File: src/sv/triangle_box_uv_projection_assert.svh
// Assertion macros shared by the triangle_box_uv_projection RTL.
// Each macro expects signals named clk and rst_n in the using module.
`ifndef TRIANGLE_BOX_UV_PROJECTION_ASSERT_SVH
`define TRIANGLE_BOX_UV_PROJECTION_ASSERT_SVH

// Condition that must hold at every clock edge out of reset.
`define TBUV_ASSERT_ALWAYS(label, cond) \
  label: assert property (@(posedge clk) disable iff (!rst_n) (cond)) \
    else $error("tbuv: invariant violated");

// Same-cycle implication.
`define TBUV_ASSERT_IMP(label, ante, cons) \
  label: assert property (@(posedge clk) disable iff (!rst_n) (ante) |-> (cons)) \
    else $error("tbuv: implication violated");

// Next-cycle implication.
`define TBUV_ASSERT_NXT(label, ante, cons) \
  label: assert property (@(posedge clk) disable iff (!rst_n) (ante) |=> (cons)) \
    else $error("tbuv: next-cycle implication violated");

`endif

File: src/sv/tbuv_pkg.sv
// Shared widths, codes and item types for the box UV projection block.
// No dependencies; used by every module of the block.
package tbuv_pkg;

  localparam int unsigned COORD_W    = 32;
  localparam int unsigned SCALE_W    = 32;
  localparam int unsigned SCALE_FRAC = 16;
  localparam int unsigned NUM_VERTS  = 3;

  localparam logic [SCALE_W-1:0] INV_SCALE_RESET = SCALE_W'(1311);

  // Edge vectors, cross products and normal components.
  localparam int unsigned DIFF_W  = COORD_W + 1;
  localparam int unsigned CROSS_W = 2 * DIFF_W;
  localparam int unsigned NORM_W  = CROSS_W + 1;

  // Scaling path: coordinate times unsigned scale, rounded, negated.
  localparam int unsigned PROD_W = COORD_W + SCALE_W + 1;
  localparam int unsigned SCL_W  = PROD_W - SCALE_FRAC;
  localparam int unsigned NEG_W  = SCL_W + 1;

  localparam int unsigned QUEUE_DEPTH = 2;
  localparam int unsigned QPTR_W      = $clog2(QUEUE_DEPTH);
  localparam int unsigned QCNT_W      = $clog2(QUEUE_DEPTH + 1);

  typedef logic signed [COORD_W-1:0] coord_t;
  typedef logic [1:0] face_t;

  localparam face_t FACE_UP    = 2'd0;
  localparam face_t FACE_FWD   = 2'd1;
  localparam face_t FACE_RIGHT = 2'd2;

  typedef struct packed {
    coord_t [NUM_VERTS-1:0] x;
    coord_t [NUM_VERTS-1:0] y;
    coord_t [NUM_VERTS-1:0] z;
  } tri_t;

  typedef struct packed {
    tri_t  verts;
    face_t facing;
    logic  flip;
  } item_t;

  typedef struct packed {
    coord_t [NUM_VERTS-1:0] u;
    coord_t [NUM_VERTS-1:0] v;
    face_t                  facing;
  } result_t;

endpackage

File: src/sv/tbuv_queue.sv
// Short item queue between the front and back parts.
// Depends on tbuv_pkg and the shared assertion macro header.
`include "triangle_box_uv_projection_assert.svh"

module tbuv_queue (
  input  logic             clk,
  input  logic             rst_n,
  input  logic             wr_i,
  input  tbuv_pkg::item_t  wr_item_i,
  output logic             ready_o,
  output logic             valid_o,
  output tbuv_pkg::item_t  rd_item_o,
  input  logic             rd_i
);

  localparam int unsigned DEPTH = tbuv_pkg::QUEUE_DEPTH;
  localparam int unsigned PW    = tbuv_pkg::QPTR_W;
  localparam int unsigned QW    = tbuv_pkg::QCNT_W;

  tbuv_pkg::item_t slot_r [DEPTH];
  logic [PW-1:0]   wp_r, wp_nxt, rp_r, rp_nxt;
  logic [QW-1:0]   count_r, count_nxt;
  logic            full;

  assign full      = count_r == QW'(DEPTH);
  assign valid_o   = count_r != '0;
  assign ready_o   = !full || rd_i;
  assign rd_item_o = slot_r[rp_r];

  always_comb begin
    wp_nxt    = wp_r;
    rp_nxt    = rp_r;
    count_nxt = count_r;
    if (wr_i) begin
      wp_nxt = (wp_r == PW'(DEPTH - 1)) ? '0 : wp_r + PW'(1);
    end
    if (rd_i) begin
      rp_nxt = (rp_r == PW'(DEPTH - 1)) ? '0 : rp_r + PW'(1);
    end
    if (wr_i && !rd_i) begin
      count_nxt = count_r + QW'(1);
    end else if (rd_i && !wr_i) begin
      count_nxt = count_r - QW'(1);
    end
  end

  always_ff @(posedge clk) begin
    if (!rst_n) begin
      wp_r    <= '0;
      rp_r    <= '0;
      count_r <= '0;
    end else begin
      wp_r    <= wp_nxt;
      rp_r    <= rp_nxt;
      count_r <= count_nxt;
    end
  end

  always_ff @(posedge clk) begin
    if (wr_i) begin
      slot_r[wp_r] <= wr_item_i;
    end
  end

  `TBUV_ASSERT_ALWAYS(a_count_bound, count_r <= QW'(DEPTH))
  `TBUV_ASSERT_IMP(a_no_overflow, wr_i, !full || rd_i)
  `TBUV_ASSERT_IMP(a_no_underflow, rd_i, count_r != '0)
  `TBUV_ASSERT_NXT(a_count_up, wr_i && !rd_i, count_r == $past(count_r) + QW'(1))

endmodule

File: config.mk
export PLATFORM = sky130hd
export DESIGN_NAME = tbuv_queue
export DESIGN_NICKNAME = d
export VERILOG_FILES = /design/src/sv/tbuv_pkg.sv /design/src/sv/tbuv_queue.sv
export VERILOG_INCLUDE_DIRS = /design/src /design/src/sv
export SDC_FILE = /design/constraint.sdc
export NUM_CORES = 1
export LEC_CHECK = 0
export BUFFER_PORTS_ARGS = -buffer_cell sky130_fd_sc_hd__buf_2
export CAP_MARGIN = 30
export CORE_AREA = 2 2 230 232
export CTS_CLUSTER_SIZE = 20
export DETAILED_ROUTE_END_ITERATION = 10
export DIE_AREA = 0 0 232 234
export HOLD_SLACK_MARGIN = 0.05
export PLACE_DENSITY = 0.64
export SETUP_SLACK_MARGIN = 0.05
export SLEW_MARGIN = 25
export SYNTH_ARGS = -nofsm -noshare
export SYNTH_HDL_FRONTEND = slang
export SYNTH_SLANG_ARGS = --single-unit
File: constraint.sdc
create_clock -name clk -period 51.6 [get_ports clk]
set_input_delay 10.32 -clock clk [delete_from_list [all_inputs] [get_ports clk]]
set_output_delay 10.32 -clock clk [all_outputs]
set_load 0.01 [all_outputs]
==> metrics.csv <==
stage,metric,value,unit
clock_tree,tritoncts,built,
timing,max_freq,47.4,MHz
clock_tree,cts.htree.levels,2,
finish,area_delta_synth_final,25.0,%
logic_synthesis,synth_top_flop_cell,sky130_fd_sc_hd__edfxtp_1,
clock_tree,cts_post_setup_buffers_inserted,0,
global_routing,number_of_antenna_violations_at_the_first_check_in_global_routing,20,
clock_tree,insertion_delay,0.60,ns
timing,final.setup_skew,0.0190,ns
logic_synthesis,ys_top_cells_by_count,"sky130_fd_sc_hd__edfxtp_1, sky130_fd_sc_hd__mux2_2, sky130_fd_sc_hd__clkbuf_8, sky130_fd_sc_hd__dfxtp_1, sky130_fd_sc_hd__and2_1",
global_routing,maximum_number_of_pins_on_one_net_before_global_route_repair,154,
setup_path,cp-end-kind,primary output,
floorplanning,placement_rows,84,
logic_synthesis,yosys.area.top_type_share,0.816,
logic_synthesis,yosysWarningCount,0,
clock_tree,cts.hold.buffers_added,0,
timing,timing.final.hold_violations,0,
setup_path,startpoint_type,input port,
floorplanning,fp.dieH,234,µm
timing,setup_violations,0,
logic_synthesis,syn-mean-instance-area,23.1,µm²
job,max_cap_violations,0,
route,route.final.wire_length,46200,µm
setup_path,crit_path_max_fanout,3,
clock_tree,cts_made_buffers,58,
route,viasPerCell,4.77,
route,route.detailed.drc,0,
logic_synthesis,netlist.top_cell.by_area,sky130_fd_sc_hd__edfxtp_1,
floorplanning,total_die_area,54300,µm²
logic_synthesis,synth.lib_cells_used.distinct,18,
clock_tree,number_of_buffers_between_clock_root_and_the_deepest_sink,3,
logic_synthesis,synth-async-reset-ratio,0,
global_routing,grt_pass1_vias,11300,
logic_synthesis,synth_enable_flop_cells,582,
route,wl_per_cell,20.1,µm
floorplanning,top_level_ports,588,
route,firstDrtPassIters,4,
setup_path,worstPathRequired,41.28,ns
timing,fin_hold_ws,0.517,ns
clock_tree,cts_root_buffer,sky130_fd_sc_hd__clkbuf_16,
floorplanning,start_util,0.411,
finish,finalNonFillerCells,2301,
clock_tree,cts.repair.resized,0,
logic_synthesis,postSynthCellCount,928,
global_routing,grt_use_total,0.161,
timing,setup-tns-final,0,ns
logic_synthesis,netlist_top_cells_area,"sky130_fd_sc_hd__edfxtp_1, sky130_fd_sc_hd__mux2_2, sky130_fd_sc_hd__clkbuf_8, sky130_fd_sc_hd__dfxtp_1, sky130_fd_sc_hd__buf_6",
worst_hold_path,hp-class,register to register,
power_and_ir_drop,power_density_normalized_to_cell_area,39.3,nW/µm²
clock_tree,worst_setup_hold_path_clk_slew,0.06,ns
clock_tree,clock_sinks,587,
floorplanning,core_region_area,52000,µm²
floorplanning,die_width,232,µm
logic_synthesis,synth_most_common_cell,sky130_fd_sc_hd__edfxtp_1,
logic_synthesis,synth.net_count,1224,
placement,place_hpwl,31200,µm
logic_synthesis,postSynthRegisterBits,587,
setup_path,worst-setup-path-type,input port to primary output,
finish,number_of_nets_in_the_finished_design,1852,
timing,timing.max_slew.rel_slack,0.269,
timing,setup_repair_after_global_routing_missed_its_margin,false,
global_routing,grt_first_pass_wirelength,65700,µm
placement,io_buf_count,587,
power_and_ir_drop,vdd_ir_drop_max,29.5,µV
power_and_ir_drop,totalPowerFinal,1.05,mW
global_routing,grt_remaining_overflow,0,
outcome,outcome,completed,
placement,place_congestion,0.751,
route,drtIter0Drc,586,
timing,final_min_period_over_clock_period,0.409,
setup_path,cp.arrival,10.76,ns
placement,total_instance_count_after_detailed_placement,2183,
logic_synthesis,synth_sequential_area_ratio,0.821,
timing,final-max-slew-violation-count,0,
timing,timing_worst_slew_pin_value,1.10,ns
route,antenna_left,0,
timing,finalWorstPathRequiredPeriod,21.08,ns
route,route.vias.total,11000,
finish,share_of_cells_above_drive_strength_1,0.604,
power_and_ir_drop,leakagePower,9.91,nW
logic_synthesis,synthesis.area,21400,µm²
-- where the power goes --
| part | switching (mW) | internal (mW) |
|---|---|---|
| sequential | 0.00697 | 0.552 |
| clock | 0.168 | 0.219 |
| combinational | 0.0567 | 0.0494 |
| total | 0.231 | 0.820 |
-- cells by family after synthesis --
family	Yosys count	synth area share
DFF	587	0.821
adders and majority gates	1	0.000584
and+or+nand+nor	10	0.00269
muxes	291	0.153
AOI/OAI and AO/OA	3	0.000935
buffers and inverters	33	0.0204
xor gates and xnor gates	3	0.00123
-- cell usage in the layout, fill, tap and decap left out, drive strengths merged --
master,instances
a21boi,1
and2,4
buf,600
bufinv,1
clkbuf,83
clkinv,19
dfxtp,5
diode,10
edfxtp,582
ha,1
inv,5
mux2,291
nand2,1
nor2,1
nor2b,2
o21a,1
o21ai,1
or2,1
or3,1
xnor2,1
xor2,2
-- worst max-delay path, stage by stage --
cell	delay, ns
sky130_fd_sc_hd__buf_2	0.12
sky130_fd_sc_hd__nor2_1	0.11
sky130_fd_sc_hd__nand2_1	0.07
sky130_fd_sc_hd__buf_2	0.14
-- registers in the layout, summed over array words and instances (netlist names), named ones only --
register / cells
wp_r: 1
slot_r: 582
rp_r: 1
count_r: 2
-- stage by stage --
step                      setup WS, ns  cell area, µm²  utilization
after floorplan                  27.68           21400            -
after global placement           30.51           24900        0.478
after detailed placement         30.52           25000        0.480
after CTS                        30.52           26700        0.513
after global routing             30.49           26700        0.514
final                            30.52           26800        0.514
-- final timing paths --
kind,start,endpoint,slack (ns),depth (start not counted)
min,count_r[1],count_r[1],0.52,2
max,rd_i,ready_o,30.52,4
min reg2reg,count_r[1],count_r[1],0.52,2
max reg2reg,wp_r,slot_r[0][271],48.68,4
-- per-layer routing --
metal,global-route usage,wire length (µm),part of all wire,up-vias
met5,0,135,0.0029,-
met4,0.0597,1240,0.027,22
met3,0.0692,4750,0.10,106
met2,0.275,23500,0.51,415
met1,0.180,16700,0.36,5425
li1,-,-,-,4999
-- layout make-up --
type	count	area (µm²)
inverter	1	3.75
timing repair buffer	600	3130
antenna	10	25.0
tap	688	861
clock buffer	83	1600
sequential	587	17600
fill	4274	25300
multi-input combinational	308	3400
clock inverter	24	155
Note: power is estimated with default switching activity, not from simulation.
